### config.mk
export PLATFORM = sky130hd
export DESIGN_NAME = buffer_frame_replacement_top
export DESIGN_NICKNAME = d
export VERILOG_FILES = /design/src/bfr_pkg.sv /design/src/bfr_front.sv /design/src/bfr_engine.sv /design/src/buffer_frame_replacement_top.sv
export SDC_FILE = /design/constraint.sdc
export NUM_CORES = 1
export LEC_CHECK = 0
export ABC_AREA = 1
export BUFFER_PORTS_ARGS = -buffer_cell sky130_fd_sc_hd__buf_2
export CORE_MARGIN = 2
export CORE_UTILIZATION = 30
export DETAILED_ROUTE_END_ITERATION = 12
export PLACE_DENSITY = 0.5
export SYNTH_ARGS = -nofsm -noshare
export SYNTH_HDL_FRONTEND = slang
export SYNTH_SLANG_ARGS = --single-unit
### constraint.sdc
create_clock -name clock -period 7.4 [get_ports clock]
set_input_delay 1.48 -clock clock [delete_from_list [all_inputs] [get_ports clock]]
set_output_delay 1.48 -clock clock [all_outputs]
set_load 0.1 [all_outputs]
### src/bfr_pkg.sv
`timescale 1ns / 1ps
// ----------------------------------------------------------------------------
// bfr_pkg
// Shared constants, codes and types of the buffer frame replacement block.
// ----------------------------------------------------------------------------
package bfr_pkg;

   localparam int DEF_FRAMES    = 16;
   localparam int DEF_PAGE_BITS = 32;
   localparam int DEF_PIN_BITS  = 16;

   localparam int CSR_DATA_W = 5;
   localparam int CSR_IDX_W  = 1;
   localparam int CNT_W      = 32;

   localparam logic [CSR_IDX_W-1:0] CFG_POLICY = 1'd0;
   localparam logic [CSR_IDX_W-1:0] CFG_FRAMES = 1'd1;

   localparam logic       POLICY_FIFO = 1'b0;
   localparam logic       POLICY_LRU  = 1'b1;
   localparam logic [4:0] FRAMES_RESET = 5'd16;

   localparam logic [1:0] OP_PIN   = 2'd0;
   localparam logic [1:0] OP_UNPIN = 2'd1;
   localparam logic [1:0] OP_DIRTY = 2'd2;
   localparam logic [1:0] OP_FLUSH = 2'd3;

   localparam logic [1:0] ST_OK      = 2'd0;
   localparam logic [1:0] ST_ABSENT  = 2'd1;
   localparam logic [1:0] ST_NO_FREE = 2'd2;

   localparam logic [1:0] ACT_NONE  = 2'd0;
   localparam logic [1:0] ACT_READ  = 2'd1;
   localparam logic [1:0] ACT_WRITE = 2'd2;

   // request class decoded at the front
   typedef struct packed {
      logic is_pin;
      logic is_unpin;
      logic is_dirty;
      logic is_flush;
   } req_kind_type;

endpackage

### src/bfr_front.sv
`timescale 1ns / 1ps
// ----------------------------------------------------------------------------
// bfr_front
// Accept requests, decode the operation and hold them in a two-entry queue.
// ----------------------------------------------------------------------------
module bfr_front import bfr_pkg::*; #(
   parameter int PAGE_BITS = DEF_PAGE_BITS
) (
   input  logic                 clock,
   input  logic                 reset,
   input  logic                 in_valid,
   output logic                 in_ready,
   input  logic [1:0]           in_op,
   input  logic [PAGE_BITS-1:0] in_page,
   output logic                 q_valid,
   input  logic                 q_ready,
   output req_kind_type         q_kind,
   output logic [PAGE_BITS-1:0] q_page
);

   req_kind_type         kind_ff [2];
   logic [PAGE_BITS-1:0] page_ff [2];
   logic                 wr_ptr_ff, wr_ptr_in;
   logic                 rd_ptr_ff, rd_ptr_in;
   logic [1:0]           count_ff, count_in;
   logic                 push, pop;
   req_kind_type         kind_dec;

   always_comb begin
      kind_dec = '0;
      unique case (in_op)
         OP_PIN:   kind_dec.is_pin   = 1'b1;
         OP_UNPIN: kind_dec.is_unpin = 1'b1;
         OP_DIRTY: kind_dec.is_dirty = 1'b1;
         default:  kind_dec.is_flush = 1'b1;
      endcase
   end

   assign in_ready = (count_ff != 2'd2);
   assign q_valid  = (count_ff != 2'd0);
   assign push     = in_valid && in_ready;
   assign pop      = q_valid && q_ready;
   assign q_kind   = kind_ff[rd_ptr_ff];
   assign q_page   = page_ff[rd_ptr_ff];

   always_comb begin
      wr_ptr_in = push ? ~wr_ptr_ff : wr_ptr_ff;
      rd_ptr_in = pop ? ~rd_ptr_ff : rd_ptr_ff;
      count_in  = count_ff + {1'b0, push} - {1'b0, pop};
   end

   always_ff @(posedge clock) begin
      if (reset) begin
         wr_ptr_ff <= 1'b0;
         rd_ptr_ff <= 1'b0;
         count_ff  <= 2'd0;
      end else begin
         wr_ptr_ff <= wr_ptr_in;
         rd_ptr_ff <= rd_ptr_in;
         count_ff  <= count_in;
      end
   end

   always_ff @(posedge clock) begin
      if (push) begin
         kind_ff[wr_ptr_ff] <= kind_dec;
         page_ff[wr_ptr_ff] <= in_page;
      end
   end

endmodule

### src/bfr_engine.sv
`timescale 1ns / 1ps
// ----------------------------------------------------------------------------
// bfr_engine
// Carry out one queued request at a time over the frame table and emit
// its results through an output register.
// ----------------------------------------------------------------------------
module bfr_engine import bfr_pkg::*; #(
   parameter int FRAMES    = DEF_FRAMES,
   parameter int PAGE_BITS = DEF_PAGE_BITS,
   parameter int PIN_BITS  = DEF_PIN_BITS,
   localparam int FB = $clog2(FRAMES),
   localparam int CW = FB + 1
) (
   input  logic                  clock,
   input  logic                  reset,
   input  logic                  csr_wen,
   input  logic [CSR_IDX_W-1:0]  csr_index,
   input  logic [CSR_DATA_W-1:0] csr_wdata,
   input  logic                  q_valid,
   output logic                  q_ready,
   input  req_kind_type          q_kind,
   input  logic [PAGE_BITS-1:0]  q_page,
   output logic                  out_valid,
   input  logic                  out_ready,
   output logic [1:0]            out_status,
   output logic [1:0]            out_action,
   output logic [FB-1:0]         out_frame,
   output logic [PAGE_BITS-1:0]  out_page,
   output logic [PIN_BITS-1:0]   out_pins,
   output logic                  out_hit,
   output logic                  out_last,
   output logic [CNT_W-1:0]      out_reads,
   output logic [CNT_W-1:0]      out_writes
);

   localparam logic [PIN_BITS-1:0] PIN_MAX = '1;

   typedef enum logic [10:0] {
      S_IDLE   = 11'b00000000001,
      S_SCAN   = 11'b00000000010,
      S_DECIDE = 11'b00000000100,
      S_VICTIM = 11'b00000001000,
      S_NOFREE = 11'b00000010000,
      S_EVICT  = 11'b00000100000,
      S_FILL   = 11'b00001000000,
      S_RFIND  = 11'b00010000000,
      S_RSHIFT = 11'b00100000000,
      S_FLUSH  = 11'b01000000000,
      S_FDONE  = 11'b10000000000
   } state_type;

   // frame table
   logic [PAGE_BITS-1:0] tag_ff   [FRAMES];
   logic [PIN_BITS-1:0]  pins_ff  [FRAMES];
   logic [FRAMES-1:0]    valid_ff;
   logic [FRAMES-1:0]    dirty_ff;
   logic [FB-1:0]        rec_ff   [FRAMES];
   logic [FB-1:0]        front_ff, front_in;

   logic                 policy_ff;
   logic [4:0]           fiu_ff;
   logic [CNT_W-1:0]     reads_ff, writes_ff;

   state_type            state_ff, state_in;
   req_kind_type         kind_ff, kind_in;
   logic [PAGE_BITS-1:0] page_ff, page_in;
   logic [FB-1:0]        idx_ff, idx_in;
   logic [FB-1:0]        cnt_ff, cnt_in;
   logic [FB-1:0]        frame_ff, frame_in;
   logic [FB-1:0]        free_idx_ff, free_idx_in;
   logic                 hit_ff, hit_in;
   logic                 free_ff, free_in;
   logic                 mk_ff, mk_in;

   // output register
   logic                 ovalid_ff;
   logic [1:0]           ostatus_ff, oaction_ff;
   logic [FB-1:0]        oframe_ff;
   logic [PAGE_BITS-1:0] opage_ff;
   logic [PIN_BITS-1:0]  opins_ff;
   logic                 ohit_ff, olast_ff;
   logic [CNT_W-1:0]     oreads_ff, owrites_ff;

   // strobes and emitted fields
   logic                 emit;
   logic [1:0]           e_status, e_action;
   logic [FB-1:0]        e_frame;
   logic [PAGE_BITS-1:0] e_page;
   logic [PIN_BITS-1:0]  e_pins;
   logic                 e_hit, e_last;
   logic                 rd_inc, wr_inc;
   logic                 pins_we, dirty_we, dirty_wd, fill_we, rec_shift;
   logic [PIN_BITS-1:0]  pins_wd;

   logic                 out_free;
   logic [FB-1:0]        sel;
   logic [PAGE_BITS-1:0] tag_rd;
   logic [PIN_BITS-1:0]  pins_rd;
   logic                 valid_rd, dirty_rd;
   logic [31:0]          fiu32, pool32;
   logic [CW-1:0]        pool, pool_m1;
   logic [CW-1:0]        next_wrap;
   logic                 last_idx;
   logic [CNT_W-1:0]     reads_nx, writes_nx;

   always_comb begin
      fiu32  = {27'd0, fiu_ff};
      pool32 = (fiu32 == 32'd0) ? 32'd1 :
               ((fiu32 > FRAMES) ? 32'(FRAMES) : fiu32);
      pool    = pool32[CW-1:0];
      pool_m1 = pool - CW'(1);
   end

   assign out_free = !ovalid_ff || out_ready;
   assign last_idx = ({1'b0, idx_ff} == pool_m1);

   always_comb begin
      unique case (state_ff)
         S_SCAN, S_FLUSH: sel = idx_ff;
         S_VICTIM:        sel = (policy_ff == POLICY_LRU) ? rec_ff[idx_ff] : idx_ff;
         default:         sel = frame_ff;
      endcase
   end

   assign tag_rd   = tag_ff[sel];
   assign pins_rd  = pins_ff[sel];
   assign valid_rd = valid_ff[sel];
   assign dirty_rd = dirty_ff[sel];
   assign next_wrap = ({1'b0, sel} + CW'(1) >= pool) ? CW'(0) : ({1'b0, sel} + CW'(1));

   always_comb begin
      state_in    = state_ff;
      kind_in     = kind_ff;
      page_in     = page_ff;
      idx_in      = idx_ff;
      cnt_in      = cnt_ff;
      frame_in    = frame_ff;
      free_idx_in = free_idx_ff;
      hit_in      = hit_ff;
      free_in     = free_ff;
      mk_in       = mk_ff;
      front_in    = front_ff;
      q_ready     = 1'b0;
      emit        = 1'b0;
      e_status    = ST_OK;
      e_action    = ACT_NONE;
      e_frame     = '0;
      e_page      = '0;
      e_pins      = '0;
      e_hit       = 1'b0;
      e_last      = 1'b1;
      rd_inc      = 1'b0;
      wr_inc      = 1'b0;
      pins_we     = 1'b0;
      pins_wd     = pins_rd;
      dirty_we    = 1'b0;
      dirty_wd    = 1'b0;
      fill_we     = 1'b0;
      rec_shift   = 1'b0;

      unique case (state_ff)
         S_IDLE: begin
            q_ready = 1'b1;
            if (q_valid) begin
               kind_in = q_kind;
               page_in = q_page;
               idx_in  = '0;
               hit_in  = 1'b0;
               free_in = 1'b0;
               mk_in   = 1'b0;
               state_in = q_kind.is_flush ? S_FLUSH : S_SCAN;
            end
         end
         S_SCAN: begin
            // first matching frame and first free frame of the pool
            if (valid_rd && tag_rd == page_ff && !hit_ff) begin
               hit_in   = 1'b1;
               frame_in = sel;
            end
            if (!valid_rd && !free_ff) begin
               free_in     = 1'b1;
               free_idx_in = sel;
            end
            if (last_idx) state_in = S_DECIDE;
            else idx_in = idx_ff + FB'(1);
         end
         S_DECIDE: begin
            if (kind_ff.is_pin && !hit_ff) begin
               if (free_ff) begin
                  frame_in = free_idx_ff;
                  state_in = S_FILL;
               end else begin
                  cnt_in   = '0;
                  idx_in   = (policy_ff == POLICY_LRU) ? '0 :
                             (({1'b0, front_ff} >= pool) ? '0 : front_ff);
                  state_in = S_VICTIM;
               end
            end else if (out_free) begin
               emit     = 1'b1;
               state_in = S_IDLE;
               if (!hit_ff) begin
                  e_status = ST_ABSENT;
                  e_page   = page_ff;
               end else if (kind_ff.is_pin) begin
                  pins_we  = 1'b1;
                  pins_wd  = (pins_rd == PIN_MAX) ? pins_rd : pins_rd + PIN_BITS'(1);
                  e_frame  = frame_ff;
                  e_page   = page_ff;
                  e_pins   = pins_wd;
                  e_hit    = 1'b1;
                  mk_in    = policy_ff;
               end else if (kind_ff.is_unpin) begin
                  pins_we  = 1'b1;
                  pins_wd  = (pins_rd != '0) ? pins_rd - PIN_BITS'(1) : pins_rd;
                  if (pins_rd == PIN_BITS'(1) && dirty_rd) begin
                     dirty_we = 1'b1;
                     wr_inc   = 1'b1;
                     e_action = ACT_WRITE;
                  end
                  e_frame = frame_ff;
                  e_page  = tag_rd;
                  e_pins  = pins_wd;
                  mk_in   = policy_ff && !free_ff;
               end else begin
                  dirty_we = 1'b1;
                  dirty_wd = 1'b1;
                  e_frame  = frame_ff;
                  e_page   = page_ff;
                  e_pins   = pins_rd;
               end
               if (mk_in) begin
                  idx_in   = '0;
                  state_in = S_RFIND;
               end
            end
         end
         S_VICTIM: begin
            if (policy_ff == POLICY_FIFO) begin
               if (valid_rd && pins_rd == '0) begin
                  frame_in = sel;
                  front_in = next_wrap[FB-1:0];
                  state_in = S_EVICT;
               end else if ({1'b0, cnt_ff} == pool_m1) begin
                  state_in = S_NOFREE;
               end else begin
                  cnt_in = cnt_ff + FB'(1);
                  idx_in = next_wrap[FB-1:0];
               end
            end else begin
               if ({1'b0, sel} < pool && valid_rd && pins_rd == '0) begin
                  frame_in = sel;
                  state_in = S_EVICT;
               end else if (idx_ff == FB'(FRAMES - 1)) begin
                  state_in = S_NOFREE;
               end else begin
                  idx_in = idx_ff + FB'(1);
               end
            end
         end
         S_NOFREE: begin
            if (out_free) begin
               emit     = 1'b1;
               e_status = ST_NO_FREE;
               e_page   = page_ff;
               state_in = S_IDLE;
            end
         end
         S_EVICT: begin
            // write back the old page of a dirty victim
            if (!dirty_rd) begin
               state_in = S_FILL;
            end else if (out_free) begin
               emit     = 1'b1;
               wr_inc   = 1'b1;
               e_action = ACT_WRITE;
               e_frame  = frame_ff;
               e_page   = tag_rd;
               e_last   = 1'b0;
               state_in = S_FILL;
            end
         end
         S_FILL: begin
            if (out_free) begin
               fill_we  = 1'b1;
               rd_inc   = 1'b1;
               emit     = 1'b1;
               e_action = ACT_READ;
               e_frame  = frame_ff;
               e_page   = page_ff;
               e_pins   = PIN_BITS'(1);
               mk_in    = policy_ff;
               idx_in   = '0;
               state_in = policy_ff ? S_RFIND : S_IDLE;
            end
         end
         S_RFIND: begin
            if (rec_ff[idx_ff] == frame_ff) state_in = S_RSHIFT;
            else idx_in = idx_ff + FB'(1);
         end
         S_RSHIFT: begin
            rec_shift = 1'b1;
            state_in  = S_IDLE;
         end
         S_FLUSH: begin
            if (valid_rd && dirty_rd && pins_rd == '0) begin
               if (out_free) begin
                  emit     = 1'b1;
                  dirty_we = 1'b1;
                  wr_inc   = 1'b1;
                  e_action = ACT_WRITE;
                  e_frame  = sel;
                  e_page   = tag_rd;
                  e_last   = 1'b0;
                  if (last_idx) state_in = S_FDONE;
                  else idx_in = idx_ff + FB'(1);
               end
            end else if (last_idx) begin
               state_in = S_FDONE;
            end else begin
               idx_in = idx_ff + FB'(1);
            end
         end
         S_FDONE: begin
            if (out_free) begin
               emit     = 1'b1;
               state_in = S_IDLE;
            end
         end
         default: state_in = S_IDLE;
      endcase
   end

   assign reads_nx  = reads_ff + CNT_W'(rd_inc);
   assign writes_nx = writes_ff + CNT_W'(wr_inc);

   always_ff @(posedge clock) begin
      if (reset) begin
         state_ff  <= S_IDLE;
         policy_ff <= POLICY_FIFO;
         fiu_ff    <= FRAMES_RESET;
         valid_ff  <= '0;
         dirty_ff  <= '0;
         front_ff  <= '0;
         reads_ff  <= '0;
         writes_ff <= '0;
         ovalid_ff <= 1'b0;
         for (int i = 0; i < FRAMES; i++) rec_ff[i] <= FB'(i);
      end else begin
         state_ff  <= state_in;
         front_ff  <= front_in;
         reads_ff  <= reads_nx;
         writes_ff <= writes_nx;
         if (csr_wen) begin
            unique case (csr_index)
               CFG_POLICY: policy_ff <= csr_wdata[0];
               default:    fiu_ff    <= csr_wdata;
            endcase
         end
         if (fill_we) valid_ff[sel] <= 1'b1;
         if (fill_we) dirty_ff[sel] <= 1'b0;
         else if (dirty_we) dirty_ff[sel] <= dirty_wd;
         if (emit) ovalid_ff <= 1'b1;
         else if (out_ready) ovalid_ff <= 1'b0;
         if (rec_shift) begin
            // drop the frame from its place and append it as most recent
            for (int j = 0; j < FRAMES - 1; j++) begin
               if (FB'(j) >= idx_ff) rec_ff[j] <= rec_ff[j+1];
            end
            rec_ff[FRAMES-1] <= frame_ff;
         end
      end
   end

   always_ff @(posedge clock) begin
      kind_ff     <= kind_in;
      page_ff     <= page_in;
      idx_ff      <= idx_in;
      cnt_ff      <= cnt_in;
      frame_ff    <= frame_in;
      free_idx_ff <= free_idx_in;
      hit_ff      <= hit_in;
      free_ff     <= free_in;
      mk_ff       <= mk_in;
      if (fill_we) begin
         tag_ff[sel]  <= page_ff;
         pins_ff[sel] <= PIN_BITS'(1);
      end else if (pins_we) begin
         pins_ff[sel] <= pins_wd;
      end
      if (emit) begin
         ostatus_ff <= e_status;
         oaction_ff <= e_action;
         oframe_ff  <= e_frame;
         opage_ff   <= e_page;
         opins_ff   <= e_pins;
         ohit_ff    <= e_hit;
         olast_ff   <= e_last;
         oreads_ff  <= reads_nx;
         owrites_ff <= writes_nx;
      end
   end

   assign out_valid  = ovalid_ff;
   assign out_status = ostatus_ff;
   assign out_action = oaction_ff;
   assign out_frame  = oframe_ff;
   assign out_page   = opage_ff;
   assign out_pins   = opins_ff;
   assign out_hit    = ohit_ff;
   assign out_last   = olast_ff;
   assign out_reads  = oreads_ff;
   assign out_writes = owrites_ff;

   a_shift_target: assert property (@(posedge clock) disable iff (reset)
      state_ff == S_RSHIFT |-> rec_ff[idx_ff] == frame_ff)
      else $error("recency shift does not start at the target frame");

   a_hit_in_pool: assert property (@(posedge clock) disable iff (reset)
      (state_ff == S_DECIDE && hit_ff) |-> {1'b0, frame_ff} < pool)
      else $error("hit frame outside the pool");

   a_mid_is_write: assert property (@(posedge clock) disable iff (reset)
      (ovalid_ff && !olast_ff) |-> oaction_ff == ACT_WRITE)
      else $error("non-final result that is not a write-back");

   a_emit_free: assert property (@(posedge clock) disable iff (reset)
      emit |-> out_free)
      else $error("result overwrites one not yet taken");

endmodule

### src/buffer_frame_replacement_top.sv
`timescale 1ns / 1ps
// ----------------------------------------------------------------------------
// buffer_frame_replacement_top
// Buffer pool frame table with FIFO or least-recently-used replacement.
// ----------------------------------------------------------------------------
//  Channel  Direction  Handshake            Carries
//  req_     in         tvalid/tready        operation, page number
//  rsp_     out        tvalid/tready/tlast  status, action, frame, page,
//                                           pins, hit, counters
//  csr_     in         wen                  policy, frames in use
//
//  A request leaves the queue, the lookup scan visits each pool frame in turn
//  and a decide step follows; a miss with no free frame adds a victim search
//  over up to pool frames under FIFO, a write-back of a dirty victim and the
//  fill. A flush walks the pool frames. Under LRU the victim search and the
//  recency update each walk up to FRAMES entries.
//  Reset is synchronous; the table is empty and recency in index order.
//  A stalled result holds the engine; the two-entry queue keeps accepting until full.
// ----------------------------------------------------------------------------
module buffer_frame_replacement_top import bfr_pkg::*; #(
   parameter int FRAMES    = DEF_FRAMES,
   parameter int PAGE_BITS = DEF_PAGE_BITS,
   parameter int PIN_BITS  = DEF_PIN_BITS,
   localparam int FB      = $clog2(FRAMES),
   localparam int REQ_RAW = 2 + PAGE_BITS,
   localparam int REQ_W   = ((REQ_RAW + 7) / 8) * 8,
   localparam int RSP_RAW = 2 + 2 + FB + PAGE_BITS + PIN_BITS + 1 + 2 * CNT_W,
   localparam int RSP_W   = ((RSP_RAW + 7) / 8) * 8
) (
   input  logic                  clock,
   input  logic                  reset,
   input  logic                  csr_wen,
   input  logic [CSR_IDX_W-1:0]  csr_index,
   input  logic [CSR_DATA_W-1:0] csr_wdata,
   input  logic                  req_tvalid,
   output logic                  req_tready,
   // operation, page_number
   input  logic [REQ_W-1:0]      req_tdata,
   output logic                  rsp_tvalid,
   input  logic                  rsp_tready,
   // status, action, frame_index, action_page, pin_count, is_hit,
   // reads_done, writes_done
   output logic [RSP_W-1:0]      rsp_tdata,
   output logic                  rsp_tlast
);

   logic                 q_valid, q_ready;
   req_kind_type         q_kind;
   logic [PAGE_BITS-1:0] q_page;
   logic [1:0]           r_status, r_action;
   logic [FB-1:0]        r_frame;
   logic [PAGE_BITS-1:0] r_page;
   logic [PIN_BITS-1:0]  r_pins;
   logic                 r_hit;
   logic [CNT_W-1:0]     r_reads, r_writes;

   // decode and queue requests
   bfr_front #(.PAGE_BITS(PAGE_BITS)) u_front (
      .clock    (clock),
      .reset    (reset),
      .in_valid (req_tvalid),
      .in_ready (req_tready),
      .in_op    (req_tdata[1:0]),
      .in_page  (req_tdata[2 +: PAGE_BITS]),
      .q_valid  (q_valid),
      .q_ready  (q_ready),
      .q_kind   (q_kind),
      .q_page   (q_page)
   );

   // walk the frame table and issue results
   bfr_engine #(
      .FRAMES    (FRAMES),
      .PAGE_BITS (PAGE_BITS),
      .PIN_BITS  (PIN_BITS)
   ) u_engine (
      .clock      (clock),
      .reset      (reset),
      .csr_wen    (csr_wen),
      .csr_index  (csr_index),
      .csr_wdata  (csr_wdata),
      .q_valid    (q_valid),
      .q_ready    (q_ready),
      .q_kind     (q_kind),
      .q_page     (q_page),
      .out_valid  (rsp_tvalid),
      .out_ready  (rsp_tready),
      .out_status (r_status),
      .out_action (r_action),
      .out_frame  (r_frame),
      .out_page   (r_page),
      .out_pins   (r_pins),
      .out_hit    (r_hit),
      .out_last   (rsp_tlast),
      .out_reads  (r_reads),
      .out_writes (r_writes)
   );

   // pack result fields, lowest first, zero pad to whole bytes
   assign rsp_tdata = RSP_W'({r_writes, r_reads, r_hit, r_pins, r_page,
                              r_frame, r_action, r_status});

endmodule

==> results_dict.tcl <==
set metrics [dict create \
    worstSetupStartpoint "u_engine.state_ff[7]" \
    clk_pin_slew_worst_paths_ps 60 \
    grt_pass1_vias 35900 \
    avgViaCountPerCell 4.68 \
    status "finished, final reports clean" \
    grt_overflow 0 \
    nets 5677 \
    p_per_area_nw_per_um2 321 \
    rr_endpoint "u_engine.out_writes[30]" \
    cts_buffer_depth 3 \
    synth_area_um2 53900 \
    dp_slack_ps 52.8 \
    worst-setup-path-type "reg -> reg" \
    slew_headroom_pct 9.10 \
    htreeDepth 4 \
    grt_setup_unrepaired "false" \
    ys_ff_latch 1204 \
    route.detailed.drc 0 \
    crit_required_ps 7930 \
    start_kind "register" \
    cpMaxStageDelayCell "dfxtp_1" \
    avgSynthCellArea_um2 10.1 \
    cts_tree "yes" \
    crit_fanout 30 \
    clk_latency_ps 800 \
    grt_pass1_wl_um 233000 \
    synth-async-reset-ratio_pct 0 \
    clkPwrFrac_pct 33.2 \
    rr_worst_depth 47 \
    fin_tns_setup_ps 0 \
    p_seq_share_pct 41.8 \
    yosys_warnings 0 \
    period_needed_ps 6580 \
    synth_edf_count 1077 \
    layout-drive-gt1-share_pct 11.7 \
    critPathCapture "u_engine.out_writes[30]" \
    post-dp-hpwl_um 96100 \
    hold_viol 0 \
    yosysSeqAreaShare_pct 64.7 \
    arrival_ps 7120 \
    rows 155 \
    initial_core_util_pct 30.2 \
    die_x_um 428 \
    drt_iter0_drc 3332 \
    max_clock_freq_mhz 152 \
    ys_types 63 \
    cap_violations 0 \
    drtPass1Iterations 6 \
    p_comb_share_pct 25.0 \
    finalMaxSlewViolations 0 \
    final.setup.worst_slack_ps 817 \
    peakVddDrop_v 0.000162 \
    drtAntennaViolNets 0 \
    grt_max_degree 145 \
    io_buffers 168 \
    min_path_type "reg -> reg" \
    r2r_slack_ps 820 \
    syn_to_final_growth_pct 16.4 \
    setup_viol_count_final 0 \
    end_kind "register" \
    wirelength_um 158000 \
    critPathMaxStageDelay_ps 330 \
    synthCells 5362 \
    clock_sinks 1204 \
    net-switching-power_mw 6.87 \
    path_common_cell "nand2_1" \
    p_leak_nw 24.2 \
    die-area_um2 183000 \
    tightest_slew_ps 1360 \
    timing.final.crit_share_pct 89.0 \
    grt_usage_pct 16.8 \
    switching_share_pct 34.1 \
    num_vias 37700 \
    num_io_pins 182 \
    routabilityCongestion 0.888 \
    regToRegStartpoint "u_engine.state_ff[7]" \
    clock_tree.root_cell "clkbuf_16" \
    antenna_found_initial 5 \
    cts_buffers 139 \
    clock_skew_ps 43.0 \
    ys.flop_type "edfxtp_1" \
    die_y_um 428 \
    internal_power_mw 13.3 \
    core_um2 178000 \
    wire_per_inst_um 19.6 \
]
[worst max-delay path: cells and delay by family (launching register included)]
family	cells	cell delay (ps)
AOI/OAI and AO/OA	2	340
adders and majority gates	2	390
and+or+nand+nor	36	4130
buffers and inverters	6	880
DFF	1	330
xor gates and xnor gates	1	170
[power by group through the flow]
stage | Sequential, mW | Clock, mW | Combinational, mW
2_1_floorplan | 8.53 | 0 | 3.18
3_3_place_gp | 8.55 | 0 | 4.90
3_5_place_dp | 8.56 | 0 | 4.92
4_1_cts | 8.42 | 6.87 | 4.94
5_1_grt | 8.48 | 7.13 | 5.58
6_report | 8.43 | 6.69 | 5.04
[how the worst min path moves through the flow]
stage / endpoint / cells past startpoint / from
floorplan: u_engine.valid_ff[0] / 2 / u_engine.valid_ff[0]
global placement: u_engine.valid_ff[12] / 1 / u_engine.valid_ff[12]
detailed placement: u_engine.valid_ff[12] / 1 / u_engine.valid_ff[12]
CTS: u_engine.valid_ff[11] / 1 / u_engine.valid_ff[11]
global route: u_engine.valid_ff[12] / 1 / u_engine.valid_ff[12]
finish: u_engine.valid_ff[11] / 1 / u_engine.valid_ff[11]
[flip-flops by register name, summed over array words and instances, names as in the netlist, 5 cells and up, named ones only]
| name | count |
|---|---|
| u_engine.tag_ff | 512 |
| u_engine.pins_ff | 256 |
| u_engine.rec_ff | 64 |
| u_front.page_ff | 64 |
| u_engine.out_page | 32 |
| u_engine.out_reads | 32 |
| u_engine.out_writes | 32 |
| u_engine.page_ff | 32 |
| u_engine.reads_ff | 32 |
| u_engine.writes_ff | 32 |
| u_engine.dirty_ff | 16 |
| u_engine.out_pins | 16 |
| u_engine.valid_ff | 16 |
| u_engine.state_ff | 11 |
| u_front.kind_ff | 6 |
| u_engine.fiu_ff | 5 |
[metrics by stage]
stage	total power, mW	std cells	hold WS [ps]	instance area [µm²]	util (%)
after floorplan	11.7	5368	435	53900	-
after detailed placement	13.5	7794	448	58000	32.5
after CTS	20.2	8046	461	62500	35.0
after global routing	21.2	8061	472	62800	35.2
after global placement	13.4	7794	441	58000	32.5
final	20.2	8062	457	62800	35.2
[routing by layer]
metal | global-route usage (%) | wire, µm
met1 | 22.2 | 69100
met5 | 0 | 30
met4 | 5.80 | 4560
met2 | 28.0 | 75900
met3 | 2.76 | 8500
[final cells by class]
cell class                      count  area, µm²
Fill cell                       17900     116000
Sequential cell                  1204      34900
Multi-Input combinational cell   3327      15900
Clock buffer                      170       3640
Tap cell                         2355       2950
Timing Repair Buffer              336       2360
Inverter                          586       2210
Clock inverter                     82        818
Antenna cell                        2       5.00
[cells by family (layout without fill, tap and decap cells)]
kind of cell	after synthesis	in the layout	share of synthesized area, %
AND/OR/NAND/NOR	2763	2765	22.1
flip-flops	1204	1204	64.7
buffers and inverters	839	1174	6.53
AO/OA/AOI/OAI	439	439	4.51
XOR/XNOR	81	81	1.32
adder cells (fa/ha/maj)	32	32	0.743
multiplexers	3	3	0.0603
other	1	9	0.00696
[cells in the mapped netlist (all sizes together) (2+ instances only)]
master | n | share of area, %
nand2 | 1512 | 11
edfxtp | 1077 | 60
nand3 | 592 | 5.5
inv | 582 | 4.1
nor2 | 435 | 3.3
a21oi | 220 | 2.1
buf | 166 | 1.8
o21ai | 151 | 1.4
dfxtp | 127 | 4.7
clkbuf | 87 | 0.61
nand3b | 78 | 1.1
xor2 | 76 | 1.2
nor3 | 63 | 0.59
nand4 | 42 | 0.50
ha | 32 | 0.74
or2 | 21 | 0.24
nor4 | 17 | 0.20
o21a | 13 | 0.18
o211ai | 8 | 0.11
o22ai | 7 | 0.081
a32o | 5 | 0.093
o2111ai | 5 | 0.081
xnor2 | 5 | 0.081
a211oi | 4 | 0.056
a21boi | 4 | 0.063
a31oi | 4 | 0.046
clkinv | 4 | 0.028
o32ai | 4 | 0.065
a22oi | 3 | 0.042
o41ai | 3 | 0.049
a21o | 2 | 0.028
mux2 | 2 | 0.042
or4 | 2 | 0.028
[cells in the final DEF, fill, tap and decap left out, drive strengths merged, types with 5 or more instances in the layout]
master       n
conb         7
clkbuf     172
buf        334
o2111ai      5
a32o         5
nor2       436
or2         21
o211ai       8
bufinv       8
o21ai      151
xor2        76
o21a        13
edfxtp    1077
nand2     1513
clkinvlp     7
nor4        17
clkinv      69
nand3b      78
inv        584
nand3      592
nor3        63
xnor2        5
nand4       42
dfxtp      127
o22ai        7
ha          32
a21oi      220
[timing repair]
action / 4_1_cts / 5_1_grt
endpoints found under the setup margin: 0 / 29
setup buffers: 0 / 10
gates resized for setup: 0 / 27
hold buffers: 0 / 0
Power figures use the tool's default switching activity.
